===== src/hdl/pbd_pkg.sv =====
`default_nettype none
// ----------------------------------------------------------------------------
// pbd_pkg
// Shared types, constants and helpers of the pixel bin downsampler.
// ----------------------------------------------------------------------------
package pbd_pkg;

	localparam int unsigned MAX_WIDTH_DEF = 4096;
	localparam int unsigned MAX_BIN_DEF   = 16;
	localparam int unsigned HEIGHT_LIMIT  = 4096;
	localparam int unsigned PIX_W         = 24;
	localparam int unsigned QUEUE_DEPTH   = 4;

	localparam logic [1:0] REG_WIDTH  = 2'd0;
	localparam logic [1:0] REG_HEIGHT = 2'd1;
	localparam logic [1:0] REG_BIN    = 2'd2;
	localparam logic [1:0] REG_MODE   = 2'd3;

	typedef struct packed {
		logic [12:0] image_width;
		logic [12:0] image_height;
		logic [4:0]  bin_factor;
		logic        subsample_mode;
	} pbd_cfg_t;

	typedef struct packed {
		logic direct;
		logic add;
		logic fin;
		logic last;
	} pbd_ctl_t;

	typedef struct packed {
		logic busy;
		logic dividing;
	} pbd_bstat_t;

	typedef enum logic [2:0] {
		B_IDLE,
		B_READ,
		B_ADD,
		B_DIV,
		B_FIX,
		B_OUT
	} pbd_bstate_t;

	function automatic logic [15:0] clamp(logic [15:0] v, logic [15:0] hi);
		logic [15:0] r;
		if (v == 16'd0) r = 16'd1;
		else if (v > hi) r = hi;
		else r = v;
		return r;
	endfunction

endpackage
`default_nettype wire


===== src/hdl/pbd_if.sv =====
`default_nettype none
// ----------------------------------------------------------------------------
// pbd_pix_if / pbd_bin_if
// Valid/ready channels for input pixels and binned results.
// ----------------------------------------------------------------------------
interface pbd_pix_if;
	logic               valid;
	logic               ready;
	logic signed [23:0] pixel;
	modport source (output valid, output pixel, input ready);
	modport sink (input valid, input pixel, output ready);
endinterface

`default_nettype wire


===== src/hdl/pbd_front.sv =====
`default_nettype none
// ----------------------------------------------------------------------------
// pbd_front
// Accepts pixels, tracks block position, accumulates row sums, issues work.
// ----------------------------------------------------------------------------
module pbd_front #(
	parameter int unsigned MAX_WIDTH = pbd_pkg::MAX_WIDTH_DEF,
	parameter int unsigned MAX_BIN   = pbd_pkg::MAX_BIN_DEF,
	parameter int unsigned SUM_W     = 32,
	parameter int unsigned IDX_W     = 11
) (
	input  wire logic              clk,
	input  wire logic              arst_n,
	input  wire pbd_pkg::pbd_cfg_t cfg,
	input  wire logic              restart,
	pbd_pix_if.sink                pixel_in,
	input  wire logic              full,
	output logic                   push,
	output pbd_pkg::pbd_ctl_t      push_ctl,
	output logic [SUM_W-1:0]       push_value,
	output logic [IDX_W-1:0]       push_idx
);
	localparam int unsigned CW = $clog2(MAX_WIDTH + 1) + 2;
	localparam int unsigned RW = $clog2(pbd_pkg::HEIGHT_LIMIT + 1) + 2;
	localparam int unsigned PW = $clog2(MAX_BIN);
	localparam int unsigned BW = $clog2(MAX_BIN + 1);

	logic [CW-1:0]          col_base_q, w, bc, x1;
	logic [RW-1:0]          row_base_q, h, br, y1;
	logic [PW-1:0]          col_ph_q, row_ph_q;
	logic [IDX_W-1:0]       col_pos_q;
	logic signed [SUM_W-1:0] row_sum_q, px, rs;
	logic [BW-1:0]          b;
	logic                   whole, last_blk, accept, col_end, row_end, emit;

	always_comb begin
		w  = CW'(pbd_pkg::clamp(16'(cfg.image_width), 16'(MAX_WIDTH)));
		h  = RW'(pbd_pkg::clamp(16'(cfg.image_height), 16'(pbd_pkg::HEIGHT_LIMIT)));
		b  = BW'(pbd_pkg::clamp(16'(cfg.bin_factor), 16'(MAX_BIN)));
		bc = CW'(b);
		br = RW'(b);
		whole    = (col_base_q + bc <= w) && (row_base_q + br <= h);
		last_blk = (col_base_q + bc + bc > w) && (row_base_q + br + br > h);
		x1       = col_base_q + CW'(col_ph_q) + 1'b1;
		y1       = row_base_q + RW'(row_ph_q) + 1'b1;
		px       = SUM_W'(pixel_in.pixel);
		rs       = (col_ph_q == '0) ? px : row_sum_q + px;
		col_end  = (BW'(col_ph_q) + 1'b1 == b);
		row_end  = (BW'(row_ph_q) + 1'b1 == b);
		pixel_in.ready = !full;
		accept   = pixel_in.valid && !full;

		push_ctl   = '0;
		push_value = rs;
		push_idx   = col_pos_q;
		emit       = 1'b0;
		if (cfg.subsample_mode) begin
			emit            = whole && (col_ph_q == '0) && (row_ph_q == '0);
			push_ctl.direct = 1'b1;
			push_value      = px;
		end else begin
			emit = whole && col_end;
		end
		push_ctl.add  = (row_ph_q != '0);
		push_ctl.fin  = row_end;
		push_ctl.last = last_blk;
		push = accept && emit;
	end

	always_ff @(posedge clk) begin
		if (accept && whole && !cfg.subsample_mode) row_sum_q <= rs;
	end

	always_ff @(posedge clk or negedge arst_n) begin
		if (!arst_n) begin
			col_base_q <= '0;
			col_ph_q   <= '0;
			col_pos_q  <= '0;
			row_base_q <= '0;
			row_ph_q   <= '0;
		end else if (restart) begin
			col_base_q <= '0;
			col_ph_q   <= '0;
			col_pos_q  <= '0;
			row_base_q <= '0;
			row_ph_q   <= '0;
		end else if (accept) begin
			if (x1 >= w) begin
				col_base_q <= '0;
				col_ph_q   <= '0;
				col_pos_q  <= '0;
				if (y1 >= h) begin
					row_base_q <= '0;
					row_ph_q   <= '0;
				end else if (row_end) begin
					row_ph_q   <= '0;
					row_base_q <= row_base_q + br;
				end else begin
					row_ph_q <= row_ph_q + 1'b1;
				end
			end else if (col_end) begin
				col_ph_q   <= '0;
				col_base_q <= col_base_q + bc;
				col_pos_q  <= col_pos_q + 1'b1;
			end else begin
				col_ph_q <= col_ph_q + 1'b1;
			end
		end
	end
endmodule
`default_nettype wire


===== src/flat_wrapper.sv =====
// flat-port wrapper written by rule: the top's interface ports become plain ports
module pbd_front_flat 
#(
	parameter int unsigned MAX_WIDTH = pbd_pkg::MAX_WIDTH_DEF,
	parameter int unsigned MAX_BIN   = pbd_pkg::MAX_BIN_DEF,
	parameter int unsigned SUM_W     = 32,
	parameter int unsigned IDX_W     = 11
)
  (clk, arst_n, cfg, restart, full, push, push_ctl, push_value, push_idx, pixel_in_valid, pixel_in_pixel, pixel_in_ready);
  pbd_pix_if pixel_in_i ();
  input  wire logic clk;
  input  wire logic arst_n;
  input  wire pbd_pkg::pbd_cfg_t cfg;
  input  wire logic restart;
  input  wire logic full;
  output logic push;
  output pbd_pkg::pbd_ctl_t push_ctl;
  output logic [SUM_W-1:0] push_value;
  output logic [IDX_W-1:0] push_idx;
  input wire logic [$bits(pixel_in_i.valid)-1:0] pixel_in_valid;
  input wire logic [$bits(pixel_in_i.pixel)-1:0] pixel_in_pixel;
  output wire logic [$bits(pixel_in_i.ready)-1:0] pixel_in_ready;
  assign pixel_in_i.valid = pixel_in_valid;
  assign pixel_in_i.pixel = pixel_in_pixel;
  assign pixel_in_ready = pixel_in_i.ready;
  pbd_front #(.MAX_WIDTH(MAX_WIDTH), .MAX_BIN(MAX_BIN), .SUM_W(SUM_W), .IDX_W(IDX_W)) u_core (.clk(clk), .arst_n(arst_n), .cfg(cfg), .restart(restart), .pixel_in(pixel_in_i), .full(full), .push(push), .push_ctl(push_ctl), .push_value(push_value), .push_idx(push_idx));
endmodule

===== config.mk =====
export PLATFORM = sky130hd
export DESIGN_NAME = pbd_front_flat
export DESIGN_NICKNAME = d
export VERILOG_FILES = /design/src/hdl/pbd_pkg.sv /design/src/hdl/pbd_if.sv /design/src/hdl/pbd_front.sv /design/src/flat_wrapper.sv
export SDC_FILE = /design/constraint.sdc
export NUM_CORES = 1
export LEC_CHECK = 0
export BUFFER_PORTS_ARGS = -buffer_cell sky130_fd_sc_hd__buf_2
export CAP_MARGIN = 5
export CORE_UTILIZATION = 34
export CTS_CLUSTER_DIAMETER = 50
export DETAILED_ROUTE_END_ITERATION = 10
export PLACE_DENSITY = 0.62
export SLEW_MARGIN = 20
export SYNTH_ARGS = -nofsm -noshare
export SYNTH_HDL_FRONTEND = slang
export SYNTH_SLANG_ARGS = --single-unit
export TNS_END_PERCENT = 30

===== constraint.sdc =====
create_clock -name clk -period 18.8 [get_ports clk]
set_clock_uncertainty 0.05 [all_clocks]
set_input_delay 3.76 -clock clk [delete_from_list [all_inputs] [get_ports clk]]
set_output_delay 3.76 -clock clk [all_outputs]
set_load 0.005 [all_outputs]

======== Word-level counts from Yosys, hierarchy flattened ========
Index checks and enable logic that the tools add are counted.
storage, ports and cells
  bits in registers ....................... 81
  input port bits ......................... 61
  output and inout port bits .............. 49
cells by class
  add/sub/neg operators ................... 14
  order comparisons ....................... 9
  eq/ne operators ......................... 2
  multiplexer cells ....................... 32
  reduce and logical (&&, ||, !) cells .... 24
operators with widths
  operator               count
  $mux 15                10
  $mux 32                2
  $add 15x5->15          4
  $mux 11                4
  $mux 13                3
  $mux 4                 9
  $add 32x24->32         1
  $add 15x1->15 const B  2
  $add 15x4->15          2
  $ge 15x15->1           2
  $gt 13x13->1 const B   2
  $logic_not 13->1       2
  $gt 15x13->1           1
  $gt 15x15->1           1
  $le 15x13->1           1
  $le 15x15->1           1
  $add 11x1->11 const B  1
  $add 4x1->5 const B    2
  $eq 5x5->1             2
  $mux 5                 2
  $logic_and 1x1->1      9
  $add 4x1->4 const B    2
  $logic_not 4->1        2
  $reduce_bool 3->1      2
  8 further kinds        12

======== Logic depth before layout (Yosys ltp) ========
Gate-level depths: netlist of the first run.
  depth in word-level cells ............... 10
  mapped depth ............................ 26
  depth with buffers taken out ............ 24

======== Worst setup path before layout of the first run ========
Ideal clock, no wire load.
  kind .................................... input to output
  start ................................... input port cfg[2] in the netlist's numbering
  end ..................................... output port push_ctl[0] in the netlist's numbering
  data arrival time ....................... 8.155 ns
  required time ........................... 14.990 ns
  slack ................................... 6.835 ns
  stages on the path ...................... 25
  path through ............................ clkbuf_1 nor3_1 o21bai_2 inv_1 ha_1 ha_1 nand2_1 a211oi_1 nor2_1 xnor2_1 ha_1 a21o_1 a31oi_1 and2b_1 and2_2 xor2_1 ha_1 a21o_1 a211oi_1 nor2_1 a2111oi_0 o21ai_0 o221ai_1 a22oi_1 buf_4
on the way
  word-level cells in the longest chain between the ends .. 7
  elaborated cells on any way between the ends .. 11
  those cells by class .................... add/sub: 4; order compare: 3; mux: 2; reduce/logical: 2
RTL lines
  item                                                 RTL line            text
  start: declaration                                   flat_wrapper.sv:13  input wire pbd_pkg::pbd_cfg_t cfg;
  $gt 5x5->1                                           pbd_pkg.sv:50       else if (v > hi) r = hi;
  $mux 5                                               pbd_pkg.sv:50
  $mux 5 *                                             pbd_pkg.sv:49       if (v == 16'd0) r = 16'd1;
  $add 15x5->15 (2 in series)                          pbd_front.sv:43     last_blk = (col_base_q + bc + bc > w) && (row_base_q + br + br > h);
  $gt 15x13->1 / $gt 15x15->1 (equally long branches)  pbd_front.sv:43
  $logic_and 1x1->1 *                                  pbd_front.sv:43
  end: declaration                                     flat_wrapper.sv:17  output pbd_pkg::pbd_ctl_t push_ctl;
Mark *: on every way between the ends. The rest lies on a longest branch, timed or not.

==> results.sh, run 1 <==
export IMPL_status="completed"
export IMPL_gp_congestion=0.904
export IMPL_syn_area_per_cell_um2=8.23
export IMPL_slew_headroom=0.463
export IMPL_holdCritPathClass="reg2reg"
export IMPL_cts_sinks=81
export IMPL_tightest_slew_ns=0.805
export IMPL_vias=9434
export IMPL_power_density_nw_per_um2=74.7
export IMPL_die_w_um=175
export IMPL_utilization=0.384
export IMPL_crit_fanout=20
export IMPL_timing_reg2reg_setup_slack_ns=13.53
export IMPL_fmax_ghz=0.0780
export IMPL_rows=63
export IMPL_grt_pass1_wl_um=45100
export IMPL_cts_path_max_buffers=2
export IMPL_drv_cap=0
export IMPL_yosysSeqAreaShare=0.214
export IMPL_slowest_stage="a211oi_1"
export IMPL_slowest_delay_ns=0.58
export IMPL_drt_total_wl_um=27800
export IMPL_cp_required_ns=14.99
export IMPL_wl_per_cell_um=16.2
export IMPL_slew_viol_final=0
export IMPL_drt_iter0_drc=578
export IMPL_cts_setup_buffers=0
export IMPL_yosys_warnings=0
export IMPL_dieArea_um2=30700
export IMPL_layout_drive_gt1_share=0.143
export IMPL_cts_resized=0
export IMPL_ys_flop_type="dfrtp_1"
export IMPL_cts_inserted_buffers=9
export IMPL_clk_latency_ns=0.35
export IMPL_ctsHtreeMaxLevel=3
export IMPL_synth_top_area_share=0.172
export IMPL_routed_via_density=5.50
export IMPL_rsz0062_at_grt="false"
export IMPL_combPwrFrac=0.524
export IMPL_syn_nets=1444
export IMPL_crit_arrival_ns=9.02
export IMPL_synth_area_um2=10200
export IMPL_ys_ff_latch=81
export IMPL_cts_tree="done"
export IMPL_diodes=0
export IMPL_drc_errors=0
export IMPL_die_h_um=175
export IMPL_io_buffers=109
export IMPL_hold_violations=0
export IMPL_syn_to_final_growth_pct=11.2
export IMPL_antenna_found_initial=0
export IMPL_fin_crit_sh=0.682
export IMPL_gr_total_overflow=0
export IMPL_synth_edf_count=32
export IMPL_cpMostUsedCell="ha_1"
export IMPL_antenna_left=0
export IMPL_p_leak_uw=0.00502
export IMPL_dp_hpwl_um=21800
export IMPL_fin_crit_ns=12.83
export IMPL_clkPwrFrac=0.210
export IMPL_grtUsageTotal=0.182
export IMPL_path_clk_slew_ns=0.06
export IMPL_setup_viol=0
export IMPL_pwr_share_seq=0.265
export IMPL_cp_cell_sequence="buf_2, and2b_2, xnor2_1, ha_1, nand2_1, a211oi_1, nor2_1, xnor2_1, ha_1, a21o_1, a31oi_1, and2b_1, and2_2, xor2_1, ha_1, a21o_1, a211oi_1, nor2_1, a2111oi_0, o21ai_0, o221ai_1, a22oi_1, buf_2"
export IMPL_vdd_drop_max_v=0.0000632
export IMPL_fin_nets=1524
export IMPL_switching_share=0.422
export IMPL_grt_max_degree=50
export IMPL_synth_cell_types=88
export IMPL_hold_slack_ns=0.484
export IMPL_root_buffer="clkbuf_16"
export IMPL_yosysTopAreaCell="ha_1"
export IMPL_netlist_top_cells_area="ha_1 17%, dfrtp_1 12%, edfxtp_1 9.4%"
export IMPL_fin_setup_tns_ns=0
export IMPL_initial_core_util=0.345
export IMPL_synth_cells=1240
export IMPL_crit_type="in2out"
export IMPL_hold_buffers=0
export IMPL_start_kind="input port"
export IMPL_io_pins=110
export IMPL_fp_coreArea_um2=29600
export IMPL_synthArstFlopShare=0.605
export IMPL_grt_pass1_vias=8936
export IMPL_firstDrtPassIters=5
export IMPL_p_sw_uw=358
export IMPL_power_internal_uw=490
export IMPL_end_kind="primary output"
state kept, by name, indices dropped and copies added (netlist names):
name / flops
u_core.col_ph_q: 4
u_core.row_base_q: 15
u_core.col_base_q: 15
u_core.row_sum_q: 32
u_core.push_idx: 11
u_core.row_ph_q: 4
Yosys cell counts, types with 23 or more instances:
cell type and count:
clkbuf_1 29, o21ai_0 103, inv_1 64, mux2_2 27, nand2_1 126, nand3_1 42
xnor2_1 83, ha_1 140, xor2_1 29, dfrtp_1 49, nor3_1 27, a21oi_1 63
edfxtp_1 32, a21o_1 37, o31ai_1 23, nor2_1 78
worst max-delay path, delay by kind of cell:
| family | cells | cell delay (ns) |
|---|---|---|
| compound gates | 9 | 2.16 |
| xor+xnor | 3 | 0.71 |
| simple gates | 6 | 1.10 |
| buf+inv | 2 | 0.48 |
| fa+ha+maj | 3 | 0.78 |
through the flow:
step           setup WS, ns  instance area (um2)  power [uW]  std cells
4_1_cts                6.04                11400         854       1715
3_5_place_dp           6.06                11100         669       1699
6_report               5.97                11400         848       1715
2_1_floorplan          6.83                10200         547       1240
3_3_place_gp           6.25                11100         664       1699
5_1_grt                5.64                11400         920       1715
layout make-up:
class / count / area, um2
fill: 3059 / 18200
multi-input combinational: 1045 / 7530
clock buffer: 10 / 239
clock inverter: 6 / 46.3
tap: 390 / 488
timing repair buffer: 118 / 613
inverter: 65 / 246
sequential: 81 / 2190
per-layer routing:
layer,track usage,part of all wire,vias to the layer above
met5,0,0,-
met3,0.0272,0.045,33
met2,0.294,0.45,219
met1,0.247,0.49,4454
met4,0.0565,0.020,0
li1,-,-,4728
path summary, 6_finish.rpt:
kind,cells after the start,end,startpoint
max in group asynchronous,2,u_core.row_base_q[12],arst_n
hold reg to reg,1,u_core.push_idx[4],u_core.push_idx[4]
min in group asynchronous,2,u_core.push_idx[1],arst_n
hold / removal,1,u_core.push_idx[4],u_core.push_idx[4]
setup reg to reg,18,u_core.row_sum_q[3],u_core.col_base_q[1]
setup / recovery,23,push_ctl[0],cfg[5]
logic make-up (layout without fill, tap and decap cells):
logic type	after synthesis	in the layout	share of synthesized area
AOI/OAI and AO/OA	333	333	0.211
xor gates and xnor gates	113	113	0.0977
adders and majority gates	147	147	0.182
buffers and inverters	114	199	0.0483
DFF	81	81	0.214
muxes	33	33	0.0357
and+or+nand+nor	419	419	0.212
cells in the final DEF, fill, tap and decap left out, types with 27 or more instances in the layout:
cell,count
mux2_2,27
xnor2_1,83
a21o_1,37
dfrtp_1,49
a21oi_1,63
o21ai_0,103
edfxtp_1,32
buf_2,109
inv_1,64
nor3_1,27
nand3_1,42
nand2_1,126
ha_1,140
xor2_1,29
nor2_1,77
power by group through the flow:
stage	logic (uW)	registers (uW)	clock network, uW
finish	445	225	178
global route	501	227	192
CTS	444	224	185
detailed placement	441	228	0
global placement	436	227	0
floorplan	327	221	0
(Power assumes the default switching activity.)
==> inputs of run 2 (changes only) <==
- PLACE_DENSITY: 0.62 -> 0.64
- clock period: 18.8 -> 10.6 ns (I/O delays scaled with it)
==> run 2 against run 1 <==
Global-route usage increased by 0.17 points. Combinational power up 78%. Cell count unchanged. Wire length grew 1.1%. Register-to-register slack got worse by 8.0 ns. Highest routed layer unchanged.
==> results.sh, run 2 (same netlist as run 1, synthesis figures left out) <==
export IMPL_cts_path_max_buffers=2
export IMPL_io_buffers=109
export IMPL_initial_core_util=0.345
export IMPL_setup_viol=0
export IMPL_rows=63
export IMPL_clk_latency_ns=0.35
export IMPL_fp_coreArea_um2=29600
export IMPL_place_inst=1698
export IMPL_routed_via_density=5.52
export IMPL_tightest_slew_ns=0.948
export IMPL_cts_inserted_buffers=9
export IMPL_gp_congestion=0.886
export IMPL_path_clk_slew_ns=0.08
export IMPL_fin_setup_tns_ns=0
export IMPL_grtUsageTotal=0.183
export IMPL_start_kind="input port"
export IMPL_fin_crit_ns=9.45
export IMPL_cts_setup_buffers=0
export IMPL_stdcell_count=1715
export IMPL_antenna_left=0
export IMPL_die_w_um=175
export IMPL_root_buffer="clkbuf_16"
export IMPL_fin_nets=1523
export IMPL_p_total_uw=1500
export IMPL_pre_cts_ws_ns=1.25
export IMPL_fin_ws_ns=1.15
export IMPL_vias=9459
export IMPL_layout_common_cells="140 x ha_1, 126 x nand2_1, 109 x buf_2"
export IMPL_slew_viol_final=0
export IMPL_grt_pass1_wl_um=45700
export IMPL_antenna_found_initial=1
export IMPL_regMostFlops="u_core.row_sum_q"
export IMPL_power_density_nw_per_um2=132
export IMPL_utilization=0.384
export IMPL_slew_headroom=0.366
export IMPL_drc_errors=0
export IMPL_hold_buffers=0
export IMPL_final_common_cell="ha_1"
export IMPL_status="completed"
export IMPL_ctsHtreeMaxLevel=3
export IMPL_cts_resized=0
export IMPL_largest_reg_flops=32
export IMPL_syn_to_final_growth_pct=11.2
export IMPL_firstDrtPassIters=5
export IMPL_grt_max_degree=50
export IMPL_holdCritPathClass="reg2reg"
export IMPL_cp_required_ns=8.43
export IMPL_gr_total_overflow=0
export IMPL_dp_hpwl_um=21900
export IMPL_dieArea_um2=30700
export IMPL_rsz0062_at_grt="false"
export IMPL_grt_pass1_vias=8967
export IMPL_die_h_um=175
export IMPL_end_kind="primary output"
export IMPL_cts_tree="done"
export IMPL_reg_top3="u_core.row_sum_q: 32 flops, u_core.col_base_q: 15 flops, u_core.row_base_q: 15 flops"
export IMPL_hold_violations=0
export IMPL_drv_cap=0
export IMPL_cts_sinks=81
export IMPL_vdd_drop_max_v=0.0000896
export IMPL_fmax_ghz=0.106
export IMPL_drt_iter0_drc=715
export IMPL_crit_arrival_ns=7.28
export IMPL_crit_type="in2out"
export IMPL_wl_per_cell_um=16.4
export IMPL_io_pins=110
export IMPL_p_leak_uw=0.00501
export IMPL_layout_drive_gt1_share=0.143
export IMPL_drt_total_wl_um=28100
export IMPL_crit_fanout=20
export IMPL_fin_crit_sh=0.892
## run 2: final timing paths
path,start,end,slack [ns],cells after the start
max in group asynchronous,arst_n,u_core.row_ph_q[0],8.21,2
min in group asynchronous,arst_n,u_core.push_idx[3],1.83,2
setup / recovery,cfg[5],push_ctl[0],1.15,23
setup reg to reg,u_core.col_base_q[1],u_core.row_sum_q[21],5.54,18
hold / removal,u_core.col_base_q[0],u_core.col_base_q[0],0.47,2
hold reg to reg,u_core.col_base_q[0],u_core.col_base_q[0],0.47,2
## run 2: report_power, final
group | internal, uW | total (uW) | switching (uW)
Combinational | 335 | 794 | 459
Sequential | 367 | 399 | 32.1
Clock | 161 | 308 | 147
Total | 863 | 1500 | 638
## run 2: critical path: stages
cell and delay (ns):
buf_2 0.32, and2b_2 0.39, xnor2_1 0.22, ha_1 0.22
nand2_1 0.06, a211oi_1 0.52, nor2_1 0.15, xnor2_1 0.32
ha_1 0.36, a21o_1 0.17, a31oi_1 0.21, and2b_1 0.22
and2_2 0.19, xor2_1 0.14, ha_1 0.20, a21o_1 0.17
a211oi_1 0.23, nor2_1 0.07, a2111oi_0 0.40, o21ai_0 0.15
o221ai_1 0.13, a22oi_1 0.13, buf_2 0.16
## run 2: through the flow
step	hold WS, ns	area (um2)
3_3_place_gp	0.458	11100
5_1_grt	0.515	11300
3_5_place_dp	0.453	11100
4_1_cts	0.470	11300
6_report	0.471	11300
2_1_floorplan	0.428	10200
## run 2: layer usage
| layer | routed length [um] | track usage |
|---|---|---|
| met4 | 443 | 0.0475 |
| met3 | 1350 | 0.0255 |
| met2 | 12500 | 0.294 |
| met5 | 0 | 0 |
| met1 | 13800 | 0.256 |
## run 2: area by class of cell
class / instances / area, um2
Inverter: 65 / 246
Multi-Input combinational cell: 1045 / 7540
Antenna cell: 1 / 2.50
Fill cell: 3045 / 18200
Sequential cell: 81 / 2190
Timing Repair Buffer: 117 / 606
Clock inverter: 7 / 53.8
Clock buffer: 9 / 225
Tap cell: 390 / 488
