==> src/hdl/pbd_pkg.sv <==
`default_nettype none
// ----------------------------------------------------------------------------
// pbd_pkg
// Shared types, constants and helpers of the pixel bin downsampler.
// ----------------------------------------------------------------------------
package pbd_pkg;

	localparam int unsigned MAX_WIDTH_DEF = 4096;
	localparam int unsigned MAX_BIN_DEF   = 16;
	localparam int unsigned HEIGHT_LIMIT  = 4096;
	localparam int unsigned PIX_W         = 24;
	localparam int unsigned QUEUE_DEPTH   = 4;

	localparam logic [1:0] REG_WIDTH  = 2'd0;
	localparam logic [1:0] REG_HEIGHT = 2'd1;
	localparam logic [1:0] REG_BIN    = 2'd2;
	localparam logic [1:0] REG_MODE   = 2'd3;

	typedef struct packed {
		logic [12:0] image_width;
		logic [12:0] image_height;
		logic [4:0]  bin_factor;
		logic        subsample_mode;
	} pbd_cfg_t;

	typedef struct packed {
		logic direct;
		logic add;
		logic fin;
		logic last;
	} pbd_ctl_t;

	typedef struct packed {
		logic busy;
		logic dividing;
	} pbd_bstat_t;

	typedef enum logic [2:0] {
		B_IDLE,
		B_READ,
		B_ADD,
		B_DIV,
		B_FIX,
		B_OUT
	} pbd_bstate_t;

	function automatic logic [15:0] clamp(logic [15:0] v, logic [15:0] hi);
		logic [15:0] r;
		if (v == 16'd0) r = 16'd1;
		else if (v > hi) r = hi;
		else r = v;
		return r;
	endfunction

endpackage
`default_nettype wire

==> src/hdl/pbd_queue.sv <==
`default_nettype none
// ----------------------------------------------------------------------------
// pbd_queue
// Short FIFO between the front and back parts.
// ----------------------------------------------------------------------------
module pbd_queue #(
	parameter int unsigned W     = 8,
	parameter int unsigned DEPTH = pbd_pkg::QUEUE_DEPTH
) (
	input  wire logic         clk,
	input  wire logic         arst_n,
	input  wire logic         push,
	input  wire logic [W-1:0] push_data,
	input  wire logic         pop,
	output logic [W-1:0]      pop_data,
	output logic              full,
	output logic              empty
);
	localparam int unsigned AW = (DEPTH > 1) ? $clog2(DEPTH) : 1;
	localparam int unsigned CW = $clog2(DEPTH + 1);

	logic [W-1:0]  mem_q [DEPTH];
	logic [AW-1:0] wr_q, rd_q;
	logic [CW-1:0] cnt_q;

	assign full     = (cnt_q == CW'(DEPTH));
	assign empty    = (cnt_q == '0);
	assign pop_data = mem_q[rd_q];

	always_ff @(posedge clk) begin
		if (push) mem_q[wr_q] <= push_data;
	end

	always_ff @(posedge clk or negedge arst_n) begin
		if (!arst_n) begin
			wr_q  <= '0;
			rd_q  <= '0;
			cnt_q <= '0;
		end else begin
			if (push) wr_q <= (wr_q == AW'(DEPTH - 1)) ? '0 : wr_q + 1'b1;
			if (pop) rd_q <= (rd_q == AW'(DEPTH - 1)) ? '0 : rd_q + 1'b1;
			if (push && !pop) cnt_q <= cnt_q + 1'b1;
			else if (pop && !push) cnt_q <= cnt_q - 1'b1;
		end
	end
endmodule
`default_nettype wire

==> config.mk <==
export PLATFORM = sky130hd
export DESIGN_NAME = pbd_queue
export DESIGN_NICKNAME = d
export VERILOG_FILES = /design/src/hdl/pbd_pkg.sv /design/src/hdl/pbd_queue.sv
export SDC_FILE = /design/constraint.sdc
export NUM_CORES = 1
export LEC_CHECK = 0
export ABC_AREA = 1
export BUFFER_PORTS_ARGS = -buffer_cell sky130_fd_sc_hd__buf_4
export CAP_MARGIN = 30
export CORE_MARGIN = 2
export CORE_UTILIZATION = 60
export CTS_CLUSTER_SIZE = 20
export DETAILED_ROUTE_END_ITERATION = 7
export GPL_TIMING_DRIVEN = 0
export PLACE_DENSITY_LB_ADDON = 0.12
export SKIP_CTS_REPAIR_TIMING = 1
export SLEW_MARGIN = 20
export SYNTH_ARGS = -nofsm -noshare
export SYNTH_HDL_FRONTEND = slang
export SYNTH_SLANG_ARGS = --single-unit
==> constraint.sdc <==
create_clock -name clk -period 2.9 [get_ports clk]
set_clock_uncertainty 0.05 [all_clocks]
set_input_delay 0.435 -clock clk [delete_from_list [all_inputs] [get_ports clk]]
set_output_delay 0.435 -clock clk [all_outputs]
set_load 0.01 [all_outputs]
**Yosys cells after proc, flatten, opt, wreduce, memory -nomap -nowiden**

Memories as Yosys holds them, arrays and structs flattened.
Index checks and enable logic that the tools add are counted.

- Equal/unequal tests: 3
- Multiplexer cells: 6
- Reduce and logical (&&, ||, !) cells: 6
- $add $sub $neg: 4

Operators by type and width:

| kind | number |
|---|---|
| 3-bit two-way mux | 2 |
| 2-bit by 1-bit adder with 2-bit output (second input constant) | 2 |
| 2-bit equality test (second input constant) | 2 |
| 2-bit two-way mux | 2 |
| 3-bit by 1-bit adder with 3-bit output (second input constant) | 1 |
| 3-bit equality test (second input constant) | 1 |
| 3-bit logical NOT | 1 |
| 3-bit by 1-bit subtractor with 3-bit output (second input constant) | 1 |
| 1-bit logical AND | 2 |
| 1-bit logical NOT | 2 |
| 1-bit two-way mux | 2 |
| 2-bit nonzero test | 1 |

- Register bits after elaboration: 7
- Logic and storage cells: 23
- Memories kept: 1
- RAM bits: 32
- Output and inout port bits: 10
- Bits of input ports: 12

Memories:

| memory | words | bits a word | rd ports | clocked after Yosys merged registers in | wr ports | RTL line | text |
|---|---|---|---|---|---|---|---|
| mem_q | 4 | 8 | 1 | 0 | 1 | pbd_queue.sv:22 | `logic [W-1:0] mem_q [DEPTH];` |

**Longest topological paths before layout**

Gate-level depths: netlist (run 1).

- Depth after elaboration: 4
- Depth in mapped cells: 9

**Least setup slack after synthesis (run 1)**

No wires, ideal clock.

- Path type: input to register
- Start point: in pop
- End point: reg cnt_q[2]
- Arrival time: 1.277 ns
- Path buffers: 0
- Cell stages on the path: 8
- Slack: 1.456 ns
- Cell sequence: inv_1 > ha_1 > inv_1 > fa_1 > nand2_1 > nand3_1 > nand2_1 > nand2_1

- Word-level cells in the longest chain between the ends: 3
- Elaborated cells between the ends (all ways): 5

Ends and longest elaborated chain:

| what | RTL line | text |
|---|---|---|
| start: declaration | pbd_queue.sv:14 | `input wire logic pop,` |
| 1-bit logical NOT | pbd_queue.sv:42 | `if (push && !pop) cnt_q <= cnt_q + 1'b1;` |
| 1-bit logical AND | pbd_queue.sv:42 |  |
| 3-bit two-way mux or 2-bit nonzero test (tied branches) | - |  |
| end signal: assignment | pbd_queue.sv:42 |  |
| end signal: assignment | pbd_queue.sv:43 | `else if (pop && !push) cnt_q <= cnt_q - 1'b1;` |
| end: declaration | pbd_queue.sv:24 | `logic [CW-1:0] cnt_q;` |

Several ways; a longest one is shown, not always the timed one.
A chain may end at the register's enable or synchronous reset.

**Worst setup path in the final report (run 1)**

- Start point: reg rd_q[1]
- End point: out pop_data[7]

- Word-level cells in the longest chain between the ends: 1

Ends and longest elaborated chain:

| what | RTL line | text |
|---|---|---|
| start: declaration | pbd_queue.sv:23 | `logic [AW-1:0] wr_q, rd_q;` |
| start signal: assignment | pbd_queue.sv:41 | `if (pop) rd_q <= (rd_q == AW'(DEPTH - 1)) ? '0 : rd_q + 1'b1;` |
| memory 4 x 8 bit | - |  |
| end: declaration | pbd_queue.sv:15 | `output logic [W-1:0] pop_data,` |

No other way between the ends.

==> results of run 1 <==
cell families after synthesis:
kind of cell / after synthesis / share of synthesized area (%)
flops: 39 / 66.7
fa+ha+maj: 7 / 5.58
compound gates: 21 / 8.52
buf+inv: 33 / 8.82
xor+xnor: 1 / 0.514
simple gates: 43 / 9.85
flip-flops by register name (all words and copies together) (netlist names):
register  cells
wr_q          2
rd_q          2
cnt_q         3
mem_q        32
layout make-up:
| type | instances | area [µm²] | share of cell area (%) |
|---|---|---|---|
| Multi-Input combinational cell | 72 | 417 | 21.3 |
| Sequential cell | 39 | 1140 | 58.0 |
| Clock inverter | 1 | 5.00 | 0.255 |
| Tap cell | 31 | 38.8 | 1.98 |
| Buffer | 4 | 41.3 | 2.11 |
| Inverter | 29 | 109 | 5.56 |
| Clock buffer | 7 | 45.0 | 2.30 |
| Timing Repair Buffer | 22 | 168 | 8.56 |
per-stage QoR:
stage                     util, %  hold WS [ns]  setup slack [ns]
after floorplan                 -        0.0894              1.46
after detailed placement     69.5         0.206              1.21
after global routing         71.7         0.215             0.850
after CTS                    71.3        -0.184             0.966
after global placement       69.5         0.202              1.29
final                        71.7         0.230             0.997
Yosys cell counts:
cell type                  instances  area share [%]
sky130_fd_sc_hd__dfrtp_1           7              10
sky130_fd_sc_hd__ha_1              6             4.4
sky130_fd_sc_hd__a21oi_1           1            0.29
sky130_fd_sc_hd__nor3_1            2            0.59
sky130_fd_sc_hd__o211ai_1         16             7.1
sky130_fd_sc_hd__nand3_1           1            0.29
sky130_fd_sc_hd__buf_4             1            0.44
sky130_fd_sc_hd__inv_1            27             6.0
sky130_fd_sc_hd__inv_2             2            0.44
sky130_fd_sc_hd__o21ai_0           4             1.2
sky130_fd_sc_hd__fa_1              1             1.2
sky130_fd_sc_hd__edfxtp_1         32              56
sky130_fd_sc_hd__buf_6             3             2.0
sky130_fd_sc_hd__nor2_1            1            0.22
sky130_fd_sc_hd__nand2_1          38             8.4
sky130_fd_sc_hd__nand4_1           1            0.37
sky130_fd_sc_hd__xnor2_1           1            0.51
final timing paths:
path / cells past startpoint / start / to / slack [ns]
hold reg to reg: 2 / cnt_q[2] / cnt_q[2] / 0.48
min in group asynchronous: 2 / arst_n / wr_q[1] / 0.37
hold / removal: 1 / push_data[7] / mem_q[1][7] / 0.23
max in group asynchronous: 2 / arst_n / cnt_q[1] / 2.29
setup / recovery: 5 / rd_q[1] / pop_data[7] / 1.0
setup reg to reg: 4 / wr_q[0] / mem_q[2][1] / 1.46
metal layers:
layer	vias up	wire, µm	global-route usage, %
li1	541	-	-
met1	497	1350	26.1
met2	17	1420	34.6
met3	8	104	6.80
met4	0	55	7.97
met5	-	0	0
power breakdown:
| part | switching [W] | internal [W] |
|---|---|---|
| Clock | 0.000166 | 0.0000945 |
| Combinational | 0.000387 | 0.000295 |
| Sequential | 0.0000663 | 0.000744 |
==> metrics.csv, run 1 <==
stage;metric;value;unit
status;outcome;finished, final reports clean;
clock_tree;latest clock arrival within the worst-skew pair;0.35;ns
sta;RSZ-0062 raised after global routing;false;
worst_setup_path;data arrival time of the critical path;1.42;ns
hold_path;worst min path class;in2reg;
placed_design;count of input and output buffers;21;
clock_tree;clock transition at the registers of the reported paths;0.12;ns
yosys;Cells after Synth;144;
worst_setup_path;critical path class;reg2out;
power_and_ir_drop;Worst IR Drop VDD;0.552;mV
placed_design;HPWL Detailed;2020;µm
sta;Max Freq;525;MHz
worst_setup_path;delay contributed by the slowest stage of the critical path;0.40;ns
detailed_routing;number of nets still failing antenna checks after routing;0;
detailed_routing;total length of routed wires;2930;µm
sta;final max-slew violation count;0;
yosys;Yosys Warn Count;0;
worst_setup_path;CP max stage cell;sky130_fd_sc_hd__dfrtp_1;
global_routing;total congestion overflow;0;
detailed_routing;via count;1063;
die;Placement Rows;19;
yosys;synthesized area divided by synthesized cell count;11.8;µm²
global_routing;global-route wire length before repair;4860;µm
detailed_routing;length of the first detailed-routing pass in iterations;2;
sta;number of failing hold endpoints at the final stage;0;
global_routing;via count of the first global-routing pass;1042;
worst_setup_path;Worst Setup Start Kind;flip-flop;
clock_tree;number of clock sinks;39;
power_and_ir_drop;Power Dens Cells;894;nW/µm²
die;IO Count;22;
sta;summed negative setup slack over all endpoints;0;ns
cells_and_area;number of non-filler instances in the completed layout;205;
detailed_routing;Wirelength per Cell;14.3;µm
global_routing;maximum number of pins on one net before global-route repair;12;
cells_and_area;Finished Cell Area;1960;µm²
cells_and_area;fraction of layout instances using a drive strength above 1;19.0;%
worst_setup_path;Req. time, crit path;2.41;ns
worst_setup_path;number of buffer and inverter stages on the critical path;3;
clock_tree;CTS buffer count;5;
die;floorplan die width;57.3;µm
worst_setup_path;kind of cell adding the most delay to the critical path;buffers and inverters;
die;effective utilization at floorplan;62.3;%
cells_and_area;commonest cells after routing, fill and taps aside;38 x sky130_fd_sc_hd__nand2_1, 32 x sky130_fd_sc_hd__edfxtp_1, 27 x sky130_fd_sc_hd__inv_1, 22 x sky130_fd_sc_hd__buf_4, 16 x sky130_fd_sc_hd__o211ai_1;
yosys;combined area of all synthesized cells;1700;µm²
sta;Relative slew margins;73.1;%
power_and_ir_drop;total power draw;0.00175;W
global_routing;number of antenna violations at the first check in global routing;0;
cells_and_area;most common library cell in the layout ignoring fill and taps;sky130_fd_sc_hd__nand2_1;
die;Die Footprint;3280;µm²
placed_design;number of placed instances, taps included;196;
sta;post-layout min period;1.90;ns
yosys;post-synthesis sequential element count;39;
clock_tree;maximum clock path buffer count;2;
yosys;post-synthesis cell type count;17;
cells_and_area;number of diodes;0;
placed_design;RePlAce Congestion;0.752;
cells_and_area;fill cell count;202;
yosys;sequential area share after synthesis;66.7;%
detailed_routing;final routed DRC violation total;0;
power_and_ir_drop;Pleak;0.890;nW
detailed_routing;number of DRC markers in iteration 0;17;
worst_setup_path;maximum fanout along the worst path;9;
sta;number of endpoints failing setup at the final stage;0;
sta;ratio of final minimum period to clock period;65.6;%
global_routing;combined global-route utilization of all metal layers;21.0;%
worst_setup_path;crit-path most repeated cell;sky130_fd_sc_hd__buf_4;
die;core footprint;2730;µm²
clock_tree;Clock Root Buffer;sky130_fd_sc_hd__clkbuf_4;
cells_and_area;layout overhead on the synthesized area;15.1;%
worst_setup_path;element type at the critical path end;primary output;
clock_tree;CTS tree;built;
clock_tree;H-tree levels;2;
cells_and_area;final-stage net count;192;
sta;Worst Max-Slew Pin Slew;0.403;ns
placed_design;post-place instance area;1900;µm²
yosys;post-synth net total;163;
job;number of maximum-capacitance constraint violations;0;
detailed_routing;Avg Vias per Cell;5.19;
die;die height;57.3;µm
worst_setup_path;CP Cell Sequence;buf_4, inv_2, o211ai_1, nand2_1, buf_4;
Note: power is estimated with default switching activity, not from simulation.
==> inputs of run 2 (changes only) <==
ABC_AREA = 0   (was 1)
CORE_UTILIZATION = 55   (was 60)
clock period = 2 ns   (was 2.9 ns; I/O delays follow)
==> metrics.csv, run 2 <==
stage;metric;value;unit;change
yosys;Post-synth EDFFs;32;;unchanged
yosys;Post-synth ARST share;17.9;%;unchanged
sta;ratio of final minimum period to clock period;95.7;%;
sta;Worst Max-Slew Pin Slew;0.452;ns;was 0.403 ns
placed_design;HPWL Detailed;1590;µm;was 2020 µm
yosys;post-synth top area share;61.2;%;was 56.4%
global_routing;global-route wire length before repair;3590;µm;was 4860 µm
sta;Max Freq;522;MHz;
clock_tree;Clock Root Buffer;sky130_fd_sc_hd__clkbuf_4;;unchanged
detailed_routing;routed wire length on met2;1170;µm;was 1420 µm
yosys;sequential area share after synthesis;72.4;%;was 66.7%
cells_and_area;fraction of layout instances using a drive strength above 1;36.7;%;was 19.0%
worst_setup_path;Req. time, crit path;1.65;ns;was 2.41 ns
placed_design;Setup Slack @ Placement;0.366;ns;was 1.21 ns
worst_setup_path;element type at the critical path end;primary output;;unchanged
placed_design;count of input and output buffers;21;;unchanged
cells_and_area;biggest registers after layout;mem_q: 32 flops, cnt_q: 3 flops;;unchanged
yosys;post-synth net total;98;;was 163
yosys;combined area of all synthesized cells;1570;µm²;was 1700 µm²
sta;post-layout min period;1.91;ns;
worst_setup_path;Worst Setup Start Kind;flip-flop;;unchanged
cells_and_area;register ranked first by flip-flop count;mem_q;;unchanged
detailed_routing;final routed DRC violation total;0;;unchanged
die;IO Count;22;;unchanged
worst_setup_path;critical path class;reg2out;;unchanged
clock_tree;H-tree levels;2;;unchanged
yosys;commonest register cell after synthesis;sky130_fd_sc_hd__edfxtp_1;;unchanged
cells_and_area;most common library cell in the layout ignoring fill and taps;sky130_fd_sc_hd__edfxtp_1;;was sky130_fd_sc_hd__nand2_1
cells_and_area;layout overhead on the synthesized area;16.5;%;was 15.1%
die;floorplan die width;57.4;µm;was 57.3 µm
sta;Relative slew margins;69.8;%;was 73.1%
yosys;library cell with the highest instance count after synthesis;sky130_fd_sc_hd__edfxtp_1;;was sky130_fd_sc_hd__nand2_1
detailed_routing;via count;741;;was 1,063
clock_tree;maximum clock path buffer count;2;;unchanged
yosys;top cell type by total area after synthesis;sky130_fd_sc_hd__edfxtp_1;;unchanged
placed_design;RePlAce Congestion;0.685;;was 0.752
global_routing;number of antenna violations at the first check in global routing;0;;unchanged
cells_and_area;final-stage net count;127;;was 192
sta;number of failing hold endpoints at the final stage;0;;unchanged
yosys;synthesized area divided by synthesized cell count;19.9;µm²;was 11.8 µm²
hold_path;worst min path class;in2reg;;unchanged
detailed_routing;total length of routed wires;2270;µm;was 2930 µm
yosys;Yosys Warn Count;0;;unchanged
cells_and_area;flip-flop count of the largest register, all copies and words added;32;;unchanged
detailed_routing;Avg Vias per Cell;5.29;;was 5.19
sta;summed negative setup slack over all endpoints;0;ns;unchanged
cells_and_area;number of diodes;0;;unchanged
worst_setup_path;maximum fanout along the worst path;10;;was 9
sta;final max-slew violation count;0;;unchanged
sta;number of endpoints failing setup at the final stage;0;;unchanged
clock_tree;latest clock arrival within the worst-skew pair;0.32;ns;was 0.35 ns
yosys;commonest cells in the synthesized netlist;32 x sky130_fd_sc_hd__edfxtp_1, 8 x sky130_fd_sc_hd__mux4_2, 7 x sky130_fd_sc_hd__dfrtp_1;;was 38 x sky130_fd_sc_hd__nand2_1, 32 x sky130_fd_sc_hd__edfxtp_1, 27 x sky130_fd_sc_hd__inv_1
detailed_routing;number of DRC markers in iteration 0;16;;was 17
sta;final worst-path setup slack;0.0852;ns;was 0.997 ns
detailed_routing;Wirelength per Cell;16.2;µm;was 14.3 µm
detailed_routing;top routing layer in use;met4;;unchanged
global_routing;combined global-route utilization of all metal layers;15.5;%;was 21.0%
cells_and_area;commonest cells after routing, fill and taps aside;32 x sky130_fd_sc_hd__edfxtp_1, 21 x sky130_fd_sc_hd__buf_4, 8 x sky130_fd_sc_hd__mux4_2, 7 x sky130_fd_sc_hd__dfrtp_1, 6 x sky130_fd_sc_hd__ha_1;;was 38 x sky130_fd_sc_hd__nand2_1, 32 x sky130_fd_sc_hd__edfxtp_1, 27 x sky130_fd_sc_hd__inv_1, 22 x sky130_fd_sc_hd__buf_4, 16 x sky130_fd_sc_hd__o211ai_1
sta;RSZ-0062 raised after global routing;false;;unchanged
power_and_ir_drop;Power Dens Cells;1290;nW/µm²;was 894 nW/µm²
job;number of maximum-capacitance constraint violations;0;;unchanged
die;die height;57.4;µm;was 57.3 µm
global_routing;via count of the first global-routing pass;759;;was 1,042
yosys;top area cells in the synthesized netlist;sky130_fd_sc_hd__edfxtp_1 61%, sky130_fd_sc_hd__mux4_2 11%, sky130_fd_sc_hd__dfrtp_1 11%, sky130_fd_sc_hd__ha_1 4.8%, sky130_fd_sc_hd__mux2_2 2.2%;;was sky130_fd_sc_hd__edfxtp_1 56%, sky130_fd_sc_hd__dfrtp_1 10%, sky130_fd_sc_hd__nand2_1 8.4%, sky130_fd_sc_hd__o211ai_1 7.1%, sky130_fd_sc_hd__inv_1 6.0%
detailed_routing;amount of wire on met3 after detailed routing;71;µm;was 104 µm
placed_design;post-place instance area;1770;µm²;was 1900 µm²
yosys;Cells after Synth;79;;was 144
power_and_ir_drop;Worst IR Drop VDD;0.839;mV;was 0.552 mV
power_and_ir_drop;Pleak;0.690;nW;was 0.890 nW
global_routing;maximum number of pins on one net before global-route repair;13;;was 12
clock_tree;CTS tree;built;;unchanged
status;outcome;finished, final reports clean;;unchanged
yosys;post-synthesis sequential element count;39;;unchanged
detailed_routing;number of nets still failing antenna checks after routing;0;;unchanged
detailed_routing;Post-Route M1 WL;1000;µm;was 1350 µm
worst_setup_path;data arrival time of the critical path;1.56;ns;was 1.42 ns
cells_and_area;Finished Cell Area;1830;µm²;was 1960 µm²
detailed_routing;length of the first detailed-routing pass in iterations;4;;was 2
global_routing;total congestion overflow;0;;unchanged
cells_and_area;fill cell count;202;;unchanged
clock_tree;number of clock sinks;39;;unchanged
die;core footprint;2730;µm²;unchanged
die;effective utilization at floorplan;57.4;%;was 62.3%
yosys;post-synthesis cell type count;18;;was 17
clock_tree;clock transition at the registers of the reported paths;0.11;ns;was 0.12 ns
die;Placement Rows;19;;unchanged
clock_tree;CTS buffer count;5;;unchanged
die;Die Footprint;3300;µm²;was 3280 µm²
==> run 2: area by class of cell <==
type                    instances  area [µm²]  share of cell area, %
multi-input cells              33         399                   21.8
flip-flops and latches         39        1140                   62.1
clock inverters                 3        15.0                  0.821
plain buffers                   2        16.3                  0.889
inverters                       5        18.8                   1.03
well taps                      31        38.8                   2.12
repair buffers                 22         168                   9.17
clock buffers                   5        37.5                   2.05
==> run 2: kinds of logic after synthesis <==
logic type	count (synthesis)	share of synthesized area (%)
adders and majority gates	7	6.06
and+or+nand+nor	10	3.43
buffers and inverters	7	2.23
muxes	11	13.6
AOI/OAI and AO/OA	2	0.637
xor gates and xnor gates	3	1.67
DFF	39	72.4
==> run 2: path summary, 6_finish.rpt <==
path,to,cells past startpoint,from,slack [ns]
setup / recovery,pop_data[5],3,rd_q[0],0.09
hold / removal,mem_q[3][5],1,push_data[5],0.11
setup reg to reg,mem_q[0][2],3,wr_q[0],0.53
hold reg to reg,cnt_q[2],1,cnt_q[2],0.46
max in group asynchronous,rd_q[0],2,arst_n,1.52
min in group asynchronous,cnt_q[2],2,arst_n,0.26
==> run 2: through the flow <==
step | util (%) | hold slack, ns | total power [W] | instances
floorplan | - | -0.0456 | 0.00171 | 79
global placement | 64.6 | 0.0666 | 0.00199 | 131
detailed placement | 64.6 | 0.0703 | 0.00203 | 131
CTS | 66.5 | -0.299 | 0.00239 | 139
global route | 66.9 | 0.0915 | 0.00251 | 140
finish | 66.9 | 0.110 | 0.00236 | 140
==> run 2: layer usage <==
metal / up-vias / global-route usage, %
li1: 358 / -
met1: 362 / 19.6
met2: 17 / 25.3
met3: 4 / 4.76
met4: 0 / 5.98
met5: - / 0
==> run 2: power by group <==
part           total, W  internal [W]  switching, W
logic          0.000837      0.000457      0.000380
registers       0.00116       0.00107     0.0000873
clock network  0.000367      0.000129      0.000238
==> run 2: worst max-delay path, cell delays in order (launching register included) <==
cell and delay, ns:
sky130_fd_sc_hd__dfrtp_1 0.38, sky130_fd_sc_hd__buf_6 0.18, sky130_fd_sc_hd__mux4_2 0.52, sky130_fd_sc_hd__buf_4 0.16
